[src/rtl/core/hks_pkg.sv]
// shared constants, codes and control types for the histogram k-th smallest block
package hks_pkg;

  localparam int NUM_BINS     = 1024;
  localparam int VALUE_OFFSET = 512;
  localparam int COUNT_BITS   = 16;

  localparam int CMD_W   = 2;
  localparam int VALUE_W = 10;
  localparam int RANK_W  = 16;
  localparam int STAT_W  = 2;

  localparam int BIN_BITS = (NUM_BINS > 1) ? $clog2(NUM_BINS) : 1;
  localparam int OFF_BITS = $clog2(VALUE_OFFSET + 1);

  // signed width that holds any value plus offset and the bin count itself
  localparam int BIDX_A = (BIN_BITS + 1 > VALUE_W) ? BIN_BITS + 1 : VALUE_W;
  localparam int BIDX_W = ((BIDX_A > OFF_BITS) ? BIDX_A : OFF_BITS) + 1;

  // compare widths for rank against total and running sum
  localparam int RK_W  = (RANK_W > COUNT_BITS) ? RANK_W : COUNT_BITS;
  localparam int CMP_W = (RANK_W > COUNT_BITS + 1) ? RANK_W : COUNT_BITS + 1;

  localparam logic [CMD_W-1:0] CMD_ADD   = 2'd0;
  localparam logic [CMD_W-1:0] CMD_DEL   = 2'd1;
  localparam logic [CMD_W-1:0] CMD_QUERY = 2'd2;

  localparam logic [STAT_W-1:0] ST_DONE  = 2'd0;
  localparam logic [STAT_W-1:0] ST_VALID = 2'd1;
  localparam logic [STAT_W-1:0] ST_SHORT = 2'd2;
  localparam logic [STAT_W-1:0] ST_FULL  = 2'd3;

  typedef enum logic [2:0] {
    S_CLEAR,
    S_IDLE,
    S_DISPATCH,
    S_UPDATE,
    S_SCAN,
    S_RESULT
  } hks_state_e;

  typedef struct packed {
    logic              in_ready;
    logic              capture;
    logic              clr_wr;
    logic              rd_bin;
    logic              upd_bin;
    logic              scan_init;
    logic              scan_run;
    logic              res_set;
    logic [STAT_W-1:0] res_code;
    logic              out_load;
  } hks_ctrl_t;

  typedef struct packed {
    logic             in_valid;
    logic             clr_last;
    logic [CMD_W-1:0] cmd;
    logic             full;
    logic             in_range;
    logic             rank_over;
    logic             hit;
    logic             scan_end;
    logic             out_free;
  } hks_stat_t;

endpackage

[src/rtl/core/hks_ctrl.sv]
// controller state machine: clearing pass, command dispatch, bin update, bin scan, result handoff
module hks_ctrl
  import hks_pkg::*;
(
  input  logic      clk_i,
  input  logic      rst_ni,
  input  hks_stat_t stat_i,
  output hks_ctrl_t ctrl_o
);

  hks_state_e state_q, state_d;

  always_ff @(posedge clk_i or negedge rst_ni) begin
    if (!rst_ni) begin
      state_q <= S_CLEAR;
    end else begin
      state_q <= state_d;
    end
  end

  always_comb begin
    state_d = state_q;
    unique case (state_q)
      S_CLEAR: begin
        if (stat_i.clr_last) begin
          state_d = S_IDLE;
        end
      end
      S_IDLE: begin
        if (stat_i.in_valid) begin
          state_d = S_DISPATCH;
        end
      end
      S_DISPATCH: begin
        unique case (stat_i.cmd)
          CMD_ADD: begin
            state_d = (!stat_i.full && stat_i.in_range) ? S_UPDATE : S_RESULT;
          end
          CMD_DEL: begin
            state_d = stat_i.in_range ? S_UPDATE : S_RESULT;
          end
          CMD_QUERY: begin
            state_d = stat_i.rank_over ? S_RESULT : S_SCAN;
          end
          default: begin
            state_d = S_RESULT;
          end
        endcase
      end
      S_UPDATE: begin
        state_d = S_RESULT;
      end
      S_SCAN: begin
        if (stat_i.hit || stat_i.scan_end) begin
          state_d = S_RESULT;
        end
      end
      S_RESULT: begin
        if (stat_i.out_free) begin
          state_d = S_IDLE;
        end
      end
      default: begin
        state_d = S_CLEAR;
      end
    endcase
  end

  always_comb begin
    ctrl_o = '0;
    ctrl_o.res_code = ST_DONE;
    unique case (state_q)
      S_CLEAR: begin
        ctrl_o.clr_wr = 1'b1;
      end
      S_IDLE: begin
        ctrl_o.in_ready = 1'b1;
        ctrl_o.capture  = stat_i.in_valid;
      end
      S_DISPATCH: begin
        unique case (stat_i.cmd)
          CMD_ADD: begin
            if (stat_i.full) begin
              ctrl_o.res_set  = 1'b1;
              ctrl_o.res_code = ST_FULL;
            end else if (stat_i.in_range) begin
              ctrl_o.rd_bin = 1'b1;
            end else begin
              ctrl_o.res_set = 1'b1;
            end
          end
          CMD_DEL: begin
            if (stat_i.in_range) begin
              ctrl_o.rd_bin = 1'b1;
            end else begin
              ctrl_o.res_set = 1'b1;
            end
          end
          CMD_QUERY: begin
            if (stat_i.rank_over) begin
              ctrl_o.res_set  = 1'b1;
              ctrl_o.res_code = ST_SHORT;
            end else begin
              ctrl_o.scan_init = 1'b1;
            end
          end
          default: begin
            ctrl_o.res_set = 1'b1;
          end
        endcase
      end
      S_UPDATE: begin
        ctrl_o.upd_bin = 1'b1;
        ctrl_o.res_set = 1'b1;
      end
      S_SCAN: begin
        ctrl_o.scan_run = 1'b1;
        if (stat_i.hit) begin
          ctrl_o.res_set  = 1'b1;
          ctrl_o.res_code = ST_VALID;
        end else if (stat_i.scan_end) begin
          ctrl_o.res_set  = 1'b1;
          ctrl_o.res_code = ST_SHORT;
        end
      end
      S_RESULT: begin
        ctrl_o.out_load = stat_i.out_free;
      end
      default: begin
        ctrl_o = '0;
      end
    endcase
  end

endmodule

[config.mk]
export PLATFORM = sky130hd
export DESIGN_NAME = hks_ctrl
export DESIGN_NICKNAME = d
export VERILOG_FILES = /design/src/rtl/core/hks_pkg.sv /design/src/rtl/core/hks_ctrl.sv
export SDC_FILE = /design/constraint.sdc
export NUM_CORES = 1
export LEC_CHECK = 0
export BUFFER_PORTS_ARGS = -buffer_cell sky130_fd_sc_hd__buf_2
export CORE_AREA = 2 2 39 41
export CTS_BUF_LIST = sky130_fd_sc_hd__clkbuf_8
export DETAILED_ROUTE_END_ITERATION = 6
export DIE_AREA = 0 0 41 43
export GPL_TIMING_DRIVEN = 0
export PLACE_DENSITY = 0.59
export RECOVER_POWER = 100
export SETUP_SLACK_MARGIN = 0.3
export SYNTH_ARGS = -nofsm -noshare
export SYNTH_HDL_FRONTEND = slang
export SYNTH_SLANG_ARGS = --single-unit
[constraint.sdc]
create_clock -name clk_i -period 1.2 [get_ports clk_i]
set_input_delay 0.24 -clock clk_i [delete_from_list [all_inputs] [get_ports clk_i]]
set_output_delay 0.24 -clock clk_i [all_outputs]
set_load 0.02 [all_outputs]
== Word-level counts from Yosys, hierarchy flattened ==
Index checks and enable logic that the tools add are counted.

* Equality and inequality tests: 11
* Reductions and logical operators: 6
* Mux-type cells: 31

{| class="wikitable"
|+ Operators with widths
! cell !! number
|-
| 2-to-1 mux 3 bit || 9
|-
| case mux 3 bit (6 select lines) || 1
|-
| 2-to-1 mux 1 bit || 13
|-
| case mux 3 bit (3 select lines) || 1
|-
| inequality test 2 bit (second input constant) || 4
|-
| case mux 2 bit (2 select lines) || 2
|-
| equality test 3 x 2 -> 1 bit (second input constant) || 2
|-
| equality test 3 bit (second input constant) || 2
|-
| case mux 1 bit (3 select lines) || 2
|-
| 2-to-1 mux 2 bit || 2
|-
| AND reduction 4 bit || 1
|-
| equality test 3 x 1 -> 1 bit (second input constant) || 1
|-
| logical NOT 3 bit || 1
|-
| equality test 2 x 1 -> 1 bit (second input constant) || 1
|-
| equality test 2 bit (second input constant) || 1
|-
| logical NOT 2 bit || 1
|-
| case mux 1 bit (2 select lines) || 1
|-
| logical AND 1 bit || 1
|-
| logical NOT 1 bit || 1
|-
| logical OR 1 bit || 1
|}

* Register bits after elaboration: 3
* Logic and storage cells: 49

== Longest topological paths before layout ==
Gate-level depths: netlist (run 1).

* Depth after elaboration: 5
* Gate-level depth with buffers: 4
* Mapped depth without buffers: 3

== Worst setup path before layout (run 1) ==
Ideal clock, no wire load.

* Kind: register to output
* From: register state_q[0]
* To: output ctrl_o[2] (netlist bit)
* Stages on the path, launching flop included: 5
* Arrival time: 1.317 ns
* Data required time: 0.960 ns
* Path slack: -0.357 ns
* Cells stage by stage: dfrtp_1 > clkbuf_4 > nor3b_2 > nand3b_1 > o21ai_0

{| class="wikitable"
|+ RTL lines
! element !! line !! RTL
|-
| start, declared || hks_ctrl.sv:11 || <nowiki>hks_state_e state_q, state_d;</nowiki>
|-
| start signal, assigned || hks_ctrl.sv:17 || <nowiki>state_q <= state_d;</nowiki>
|-
| end, declared || hks_ctrl.sv:8 || <nowiki>output hks_ctrl_t ctrl_o</nowiki>
|}

==> impl_results.md, run 1 <==
* Critical Path, Cell by Cell: or4b_4 -> nand2_2 -> o21ai_2 -> buf_6
* Syn avg cell area at 8.13 um2
* Crit path max-delay family: simple AND/OR/NAND/NOR gates
* Global router's overall resource usage at 16.3%
* Total CTS buffers at 3
* Vias per inst at 4.74
* Period minus WS final at 1.64 ns
* Total vias in the final route at 479
* P per Cell Area at 2230 mW/mm2
* Library cells used by synthesis at 27
* Status: finished, violations left
* Largest net degree at the start of global routing at 8
* Biggest register: state_q
* Fraction of layout cells with a size suffix above 1 at 76.5%
* Crit Path Category: flop to output pin
* Leakage power at 0.396 nW
* Post-synth EDFFs at 0
* Synth Instances at 42
* Leading post-synthesis cells by cell area: dfrtp_1 (22%), buf_6 (6.6%), and2_1 (5.5%)
* Slowest cell on the critical path: or4b_4
* CP bufs+invs at 1
* Initial antenna violation count at 0
* Hpwl dp at 673 um
* Sequential cell area fraction in the yosys report at 22.0%
* Fin crit share at 136%
* DR iter-0 viols at 5
* Mux contribution to synthesized area at 2.93%
* YS warnings at 0
* I/O pin cnt at 23
* Top flop regs: state_q: 3 flops
* CTS tree: built
* Placer Congestion at 0.709
* Die Wd at 41 um
* CP Launch Type: flop
* Seq cells post-synth at 3
* Clock transition at the registers of the reported paths at 0.03 ns
* Diodes inserted at 0
* Worst hold margin at 0.296 ns
* Endpoints failing hold at 0
* Max-slew headroom at 82.9%
* Worst slew pin tran at 0.255 ns
* Largest family of logic cells by synthesized area: simple AND/OR/NAND/NOR gates
* Top cells by instance count after synthesis: and2_1 (3), dfrtp_1 (3), nand2_1 (3), nor2_1 (3), nor3_1 (3)
* Final Max Slew Viols at 0
* Simple-gate share of the synthesized area at 46.5%
* Critical path data arrival time at 1.40 ns
* Port-buffer cells at 22
* Final wirelength at 1210 um
* DRC viols at 0
* Final setup fails at 13
* Net Count, Synth at 54
* Area Overhead vs Synth at 148%
* Peak VDD IR at 1.00 mV
* Area share of the largest cell type after synthesis at 22.0%
* Final Core Density at 61.1%
* Top_reg_cell synth: dfrtp_1
* First-pass DRT Iterations at 4
* First-pass GRT wire length at 1940 um
* Clock root cell: clkbuf_8
* Clk_skew at 0.00200 ns
* Fillers at 125
* Power after layout at 1.88 mW
* Crit. End Element: output pin
* Full die area at 0.00176 mm2
* Clk_lat worst skew at 0.22 ns
* Antenna Nets Post-Route at 0
* Failing checks: negative setup slack
* Asr flop ratio synth at 100%
* Worst setup margin at -0.437 ns
* Number of flip-flops under the largest register name at 3
* Fmax at 611 MHz
* CTS HTree Levels at 1
* RSZ-0062 raised after global routing: yes
* Die H at 43 um
* Number of global-route vias before repair at 460
* Max stage delay on crit path at 0.53 ns
* WL per Instance at 12.0 um
* Synthesized-area fraction occupied by adder cells at 0%
* Initial Utilization at 24.7%
* Number of core rows at 14
* Critical-path maximum fanout at 3
* CTS max path bufs at 2
* Post-synthesis compound-gate area fraction at 18.7%
* Nets at 98
* Core area at 0.00138 mm2
* Synth area leader: dfrtp_1
* Dpl ws at -0.273 ns
* Xor/xnor share of the synthesized area at 0%
* Hold Path Class: input pin to flop
* Mapped cell area at 342 um2
* Clock Sinks at 3
* Remaining Overflow, GRT at 0
* Worst path required time at 0.96 ns
* # Max-Cap Violations at 0
==> cell usage in the layout, fill, tap and decap left out, types with 2 or more instances in the layout <==
cell type	instances
a21oi_1	2
and2_4	3
buf_2	10
buf_4	8
buf_6	21
clkbuf_8	4
dfrtp_1	3
inv_1	2
nand2_2	2
nor2_4	2
nor2b_4	2
o21ai_2	2
==> tightest hold or removal path: cells and delay by family <==
family	cells	cell delay (ns)
AO/OA/AOI/OAI	1	0.06
buffers and inverters	1	0.11
AND/OR/NAND/NOR	1	0.07
==> where the power goes <==
group,total (mW),internal [mW],leakage (nW),switching [mW]
Combinational,1.42,0.790,0.331,0.632
Sequential,0.167,0.146,0.0378,0.0212
Clock,0.296,0.219,0.0269,0.0770
==> kinds of logic (layout without fill, tap and decap cells) <==
logic type | after synthesis | after routing
AO/OA/AOI/OAI | 9 | 9
buffers and inverters | 4 | 47
flip-flops | 3 | 3
multiplexers | 1 | 1
AND/OR/NAND/NOR | 25 | 25
==> layer usage <==
metal	GRT usage, %	up-vias	part of all wire [%]
met5	0	-	0
met3	2.09	2	6.9
met4	10.0	0	1.6
li1	-	237	-
met2	25.0	20	51
met1	20.3	220	41
==> path summary, 6_finish.rpt <==
check / from / to / slack [ns] / depth (start not counted)
setup / recovery: state_q[0] / ctrl_o[3] / -0.44 / 4
hold / removal: stat_i[4] / state_q[1] / 0.30 / 3
setup reg to reg: state_q[0] / state_q[0] / -0.38 / 6
hold reg to reg: state_q[2] / state_q[1] / 0.64 / 3
max in group asynchronous: rst_ni / state_q[2] / 0.69 / 2
min in group asynchronous: rst_ni / state_q[0] / 0.35 / 2
==> metrics by stage <==
stage | std cells | TNS (ns) | instance area (um2)
after floorplan | 42 | -0.589 | 415
after global placement | 80 | -1.03 | 546
after detailed placement | 80 | -1.03 | 546
after CTS | 98 | -3.65 | 815
after global routing | 101 | -4.13 | 846
final | 101 | -3.64 | 846
==> what timing repair did <==
item	CTS	global route
hold endpoints to repair	3	0
buffers inserted	13	3
hold buffers	1	0
pin swaps	7	6
cloned	0	0
gates resized for setup	35	3
setup endpoints to repair	14	14
==> cell type report <==
class | instances | area [um2] | share of cell area, %
Buffer | 3 | 36.3 | 4.29
Clock buffer | 3 | 41.3 | 4.88
Clock inverter | 1 | 3.75 | 0.444
Inverter | 1 | 3.75 | 0.444
Multi-Input combinational cell | 35 | 328 | 38.8
Sequential cell | 3 | 75.1 | 8.88
Tap cell | 16 | 20.0 | 2.37
Timing Repair Buffer | 39 | 338 | 39.9
(Power assumes the default switching activity.)
==> run 2: changes to the inputs <==
--- a/config.mk
+++ b/config.mk
@@ -11,7 +11,7 @@
 export DETAILED_ROUTE_END_ITERATION = 6
 export DIE_AREA = 0 0 41 43
 export GPL_TIMING_DRIVEN = 0
-export PLACE_DENSITY = 0.59
+export PLACE_DENSITY = 0.57
 export RECOVER_POWER = 100
 export SETUP_SLACK_MARGIN = 0.3
 export SYNTH_ARGS = -nofsm -noshare
==> constraint.sdc (replaced) <==
create_clock -name clk_i -period 1.9 [get_ports clk_i]
set_input_delay 0.38 -clock clk_i [delete_from_list [all_inputs] [get_ports clk_i]]
set_output_delay 0.38 -clock clk_i [all_outputs]
set_load 0.02 [all_outputs]
==> run 2 against run 1 <==
  * The flow now finishes without violations
  * Register-to-register slack improved by 0.94 ns
  * Wire length is 17% lower
  * Cell area decreased by 22%
  * Setup slack better by 0.57 ns
  * Power fell by 51%
  * Clock power shrank 39%
  * Count of clock-buffer cells in the layout unchanged
  * Via count fell by 7.9%
  * Sequential share of layout area grew 2.5 points
  * Final cell count is 7.9% lower
  * Critical path type unchanged
  * Critical endpoint unchanged
  * Largest power group unchanged
==> impl_results.md, run 2 (synthesis gave the netlist of run 1 again) <==
* Critical Path, Cell by Cell: or4b_4 -> nand2_1 -> o21ai_2 -> buf_6
* Total CTS buffers at 3 (unchanged)
* Diodes inserted at 0 (unchanged)
* Worst path required time at 1.52 ns (+0.56 ns)
* Peak VDD IR at 0.644 mV (-36%)
* Fmax at 567 MHz
* Worst slew pin tran at 0.250 ns (-0.00402 ns)
* Net Sw Power at 0.380 mW (-48%)
* Vias per inst at 4.74 (about the same)
* Number of core rows at 14 (unchanged)
* First-pass GRT wire length at 1370 um (-29%)
* Number of global-route vias before repair at 347 (-25%)
* CP Launch Type: flop
* Critical path data arrival time at 1.39 ns (about the same)
* Remaining Overflow, GRT at 0 (unchanged)
* Max-slew headroom at 83.2% (+0.27 points)
* Flop pwr share at 11.5% (+2.6 points)
* Area Overhead vs Synth at 92.7%
* Largest net degree at the start of global routing at 11 (+3)
* Endpoints failing hold at 0 (unchanged)
* Die H at 43 um (unchanged)
* P per Cell Area at 1410 mW/mm2 (-37%)
* CP bufs+invs at 1 (unchanged)
* Antenna Nets Post-Route at 0 (unchanged)
* Clk pwr share at 19.4% (+3.7 points)
* Biggest register: state_q
* Core area at 0.00138 mm2 (unchanged)
* Crit Path Category: flop to output pin
* Hold Path Class: input pin to flop
* Hpwl dp at 648 um (-3.7%)
* Clk_lat worst skew at 0.22 ns (about the same)
* Initial antenna violation count at 0 (unchanged)
* Crit path max-delay family: simple AND/OR/NAND/NOR gates
* Clock transition at the registers of the reported paths at 0.03 ns (about the same)
* Period minus WS final at 1.77 ns
* Number of flip-flops under the largest register name at 3 (unchanged)
* Max stage delay on crit path at 0.50 ns (-0.03 ns)
* # Max-Cap Violations at 0 (unchanged)
* Full die area at 0.00176 mm2 (unchanged)
* CTS HTree Levels at 1 (unchanged)
* Top flop regs: state_q: 3 flops
* DR iter-0 viols at 8 (+3)
* Leakage power at 0.304 nW (-23%)
* Critical-path maximum fanout at 3 (unchanged)
* Fillers at 156 (+25%)
* Status: finished, final reports clean
* CTS tree: built
* Global router's overall resource usage at 11.5% (-4.7 points)
* Sw Share at 41.0% (+2.3 points)
* First-pass DRT Iterations at 4 (unchanged)
* Crit. End Element: output pin
* Final setup fails at 0 (-13)
* Slowest cell on the critical path: or4b_4
* Final Max Slew Viols at 0 (unchanged)
* Total vias in the final route at 441 (-7.9%)
* Pint at 0.546 mW (-53%)
* Placer Congestion at 0.713 (+0.54%)
* Die Wd at 41 um (unchanged)
* RSZ-0062 raised after global routing: yes
* DRC viols at 0 (unchanged)
* Clock root cell: clkbuf_8
* Fraction of layout cells with a size suffix above 1 at 53.2% (-23 points)
* Clk_skew at 0.00138 ns (-0.000616 ns)
* Final wirelength at 1010 um (-17%)
* WL per Instance at 10.8 um (-9.9%)
* Initial Utilization at 24.7% (unchanged)
* CTS max path bufs at 2 (unchanged)
* Most frequent cells in the layout: buf_2 (10), buf_6 (9), buf_4 (7)
* Nets at 90 (-8.2%)
* Gate power share at 69.0% (-6.5 points)
* Final Core Density at 47.6% (-14 points)
* Commonest non-fill, non-tap cell in the layout: buf_2
* Port-buffer cells at 22 (unchanged)
* I/O pin cnt at 23 (unchanged)
* TNS Setup at 0 ns (+3.64 ns)
* Fin crit share at 92.9%
* Clock Sinks at 3 (unchanged)
==> run 2: cell types whose count changed in the layout (fill, tap and decap cells not counted), moves of 2 or more <==
cell / previous run / this run
nand2_2: 2 / 0
buf_6: 21 / 9
clkbuf_1: 1 / 6
nand2_1: 1 / 3
==> run 2: final cells by class <==
cell class / count / area, um2 / area share [%]
Clock buffer: 3 / 41.3 / 6.27
Multi-Input combinational cell: 35 / 273 / 41.4
Tap cell: 16 / 20.0 / 3.04
Buffer: 3 / 33.8 / 5.13
Clock inverter: 1 / 3.75 / 0.570
Timing Repair Buffer: 31 / 208 / 31.6
Sequential cell: 3 / 75.1 / 11.4
Inverter: 1 / 3.75 / 0.570
==> run 2: worst register-to-register path, cell delays in order, from the launching register on <==
cell       delay [ns]
dfrtp_1          0.38
or4b_4           0.50
buf_4            0.15
a2bb2oi_2        0.11
o31ai_1          0.07
==> run 2: power groups by stage <==
stage               clock [mW]  combinational (mW)  sequential [mW]
finish                   0.180               0.638            0.107
global route             0.185               0.691            0.111
CTS                      0.183               0.504            0.105
detailed placement           0               0.478            0.106
global placement             0               0.476            0.105
floorplan                    0               0.361            0.103
==> run 2: routing by layer <==
metal	share of wire (%)	vias up	track usage [%]	wire, um
li1	-	224	-	-
met1	40	198	14.5	401
met2	53	15	17.2	528
met3	3.6	4	1.57	36
met4	3.9	0	8.00	39
met5	0	-	0	0
==> run 2: stage by stage <==
step	total power [mW]	hold WS (ns)	worst slack [ns]	instances	area, um2
detailed placement	0.583	0.179	0.182	80	478
CTS	0.792	0.448	0.132	86	558
finish	0.925	0.443	0.135	93	658
floorplan	0.464	0.0844	0.301	42	348
global route	0.987	0.459	0.0725	93	658
global placement	0.582	0.179	0.178	80	478
==> run 2: path summary, 6_finish.rpt <==
kind                            start    endpoint  slack, ns  cells past startpoint
setup / recovery           state_q[0]   ctrl_o[3]       0.13                      4
hold / removal              stat_i[4]  state_q[1]       0.44                      3
setup reg to reg           state_q[0]  state_q[0]       0.56                      4
hold reg to reg            state_q[2]  state_q[1]       0.68                      3
max in group asynchronous      rst_ni  state_q[2]       1.25                      2
min in group asynchronous      rst_ni  state_q[0]       0.50                      2
==> run 2: repair_timing <==
| item | CTS | global route |
|---|---|---|
| setup buffers | 1 | 7 |
| resized for setup | 5 | 24 |
| setup endpoints to repair | 7 | 9 |
| hold endpoints to repair | 3 | 0 |
| pin swaps | 1 | 4 |
| hold buffers | 1 | 0 |
==> run 3: changes to the inputs <==
==> constraint.sdc (replaced) <==
create_clock -name clk_i -period 2.2 [get_ports clk_i]
set_input_delay 0.44 -clock clk_i [delete_from_list [all_inputs] [get_ports clk_i]]
set_output_delay 0.44 -clock clk_i [all_outputs]
set_load 0.02 [all_outputs]
==> run 3 against run 2 <==
  * Global-route usage shrank 0.18 points
  * Core utilization decreased by 11 points
  * Sequential power down 14%
  * Cell area down 22%
  * Wire length fell by 16%
  * Count of clock-buffer cells in the layout stayed put
  * Power down 31%
  * Highest routed layer unchanged
==> impl_results.md, run 3 (synthesis gave the netlist of run 1 again) <==
* Full die area at 0.00176 mm2 (unchanged)
* CTS tree: built
* TNS Setup at 0 ns (unchanged)
* Hpwl dp at 657 um (+1.3%)
* Die Wd at 41 um (unchanged)
* Power after layout at 0.637 mW (-31%)
* Slowest cell on the critical path: dfrtp_1
* Clock Sinks at 3 (unchanged)
* Commonest non-fill, non-tap cell in the layout: buf_2
* Leakage power at 0.230 nW (-24%)
* Worst setup margin at 0.294 ns (+0.159 ns)
* CTS hold repair buffers at 0 (-1)
* Peak VDD IR at 0.585 mV (-9.1%)
* Clk_lat worst skew at 0.21 ns (about the same)
* Critical-path maximum fanout at 9 (+6)
* CP Launch Type: flop
* Critical Path, Cell by Cell: buf_6 -> nor2b_1 -> a32o_1 -> clkbuf_1
* Largest net degree at the start of global routing at 11 (unchanged)
* Top flop regs: state_q: 3 flops
* Final Max Slew Viols at 0 (unchanged)
* Hold Path Class: input pin to async pin
* # Max-Cap Violations at 0 (unchanged)
* Crit. End Element: output pin
* Total CTS buffers at 3 (unchanged)
* Port-buffer cells at 22 (unchanged)
* CTS max path bufs at 2 (unchanged)
* First-pass DRT Iterations at 2 (-2)
* I/O pin cnt at 23 (unchanged)
* Dpl ws at 0.358 ns (+0.176 ns)
* Number of global-route vias before repair at 319 (-8.1%)
* Crit Path Category: flop to output pin
* DRC viols at 0 (unchanged)
* Placer Congestion at 0.721 (+1.1%)
* Status: finished, final reports clean
* Global router's overall resource usage at 11.4% (-0.18 points)
* Initial antenna violation count at 0 (unchanged)
* Area Overhead vs Synth at 49.8%
* Endpoints failing hold at 0 (unchanged)
* Most frequent cells in the layout: buf_2 (14), clkbuf_1 (8)
* Diodes inserted at 0 (unchanged)
* Fmax at 525 MHz
* Core area at 0.00138 mm2 (unchanged)
* Max stage delay on crit path at 0.36 ns (-0.14 ns)
* Area of the multi-input gates at 238 um2 (-13%)
* Fillers at 159 (+1.9%)
* Final std cells w/o fill at 84 (-9.7%)
* RSZ-0062 raised after global routing: no
* Clk_skew at 0.00248 ns (+0.00110 ns)
* Biggest register: state_q
* Cells after DPL at 80 (unchanged)
* Total vias in the final route at 377 (-15%)
* Number of core rows at 14 (unchanged)
* Worst path required time at 1.76 ns (+0.24 ns)
* Fin crit share at 86.7%
* Max-slew headroom at 75.7% (-7.4 points)
* WL per Instance at 10.1 um (-6.6%)
* Critical path data arrival time at 1.47 ns (+0.08 ns)
* DR iter-0 viols at 1 (-7)
* Final wirelength at 848 um (-16%)
* First-pass GRT wire length at 1270 um (-7.6%)
* Seq. cell area at 75.1 um2 (unchanged)
* Period minus WS final at 1.91 ns
* Die H at 43 um (unchanged)
* Vias per inst at 4.49 (-5.4%)
* P per Cell Area at 1250 mW/mm2 (-11%)
* Clock root cell: clkbuf_8
* Worst slew pin tran at 0.363 ns (+0.113 ns)
* Number of flip-flops under the largest register name at 3 (unchanged)
* Antenna Nets Post-Route at 0 (unchanged)
* Clock transition at the registers of the reported paths at 0.03 ns (about the same)
* Nets at 81 (-10%)
* Final setup fails at 0 (unchanged)
* Initial Utilization at 24.7% (unchanged)
* CTS HTree Levels at 1 (unchanged)
* Fraction of layout cells with a size suffix above 1 at 36.8% (-16 points)
* Remaining Overflow, GRT at 0 (unchanged)
[run 3: metal layers]
metal	wire length (um)	vias to the layer above	GRT usage, %
met5	0	-	0
met4	20	0	10.0
met3	41	2	3.14
met2	395	11	14.7
met1	390	163	14.6
li1	-	201	-
[run 3: per-stage QoR]
stage | utilization (%) | instance area, um2 | hold WS [ns]
detailed placement | 34.1 | 472 | 0.240
global placement | 34.1 | 472 | 0.239
CTS | 37.3 | 517 | 0.0140
global route | 37.0 | 512 | 0.0329
floorplan | - | 342 | 0.144
finish | 37.0 | 512 | 0.0262
[run 3: cell type report]
type	count	area share (%)
well taps	16	3.91
plain buffers	3	5.87
clock buffers	3	8.07
multi-input cells	35	46.5
clock inverters	1	0.733
flip-flops and latches	3	14.7
repair buffers	22	19.6
inverters	1	0.733
[run 3: worst max-delay path: cells and delay by family (launching register included)]
kind            cells  cell delay, ns
flops               1            0.36
buf+inv             2            0.36
simple gates        1            0.31
compound gates      1            0.22
[run 3: power breakdown]
part           switching, mW  internal, mW
Clock                 0.0322         0.118
Sequential            0.0118        0.0796
Combinational          0.237         0.158
[run 3: timing repair]
action,CTS,global route
gates resized for setup,0,5
setup endpoints to repair,0,3
buffers inserted,0,0
[run 3: final timing paths]
| check | startpoint | to | slack [ns] | cells after the start |
|---|---|---|---|---|
| setup / recovery | state_q[2] | ctrl_o[1] | 0.29 | 4 |
| hold / removal | rst_ni | state_q[2] | 0.03 | 1 |
| setup reg to reg | state_q[0] | state_q[0] | 0.93 | 3 |
| hold reg to reg | state_q[2] | state_q[1] | 0.55 | 2 |
| max in group asynchronous | rst_ni | state_q[1] | 2.02 | 1 |
| min in group clk_i | stat_i[4] | state_q[1] | 0.51 | 3 |
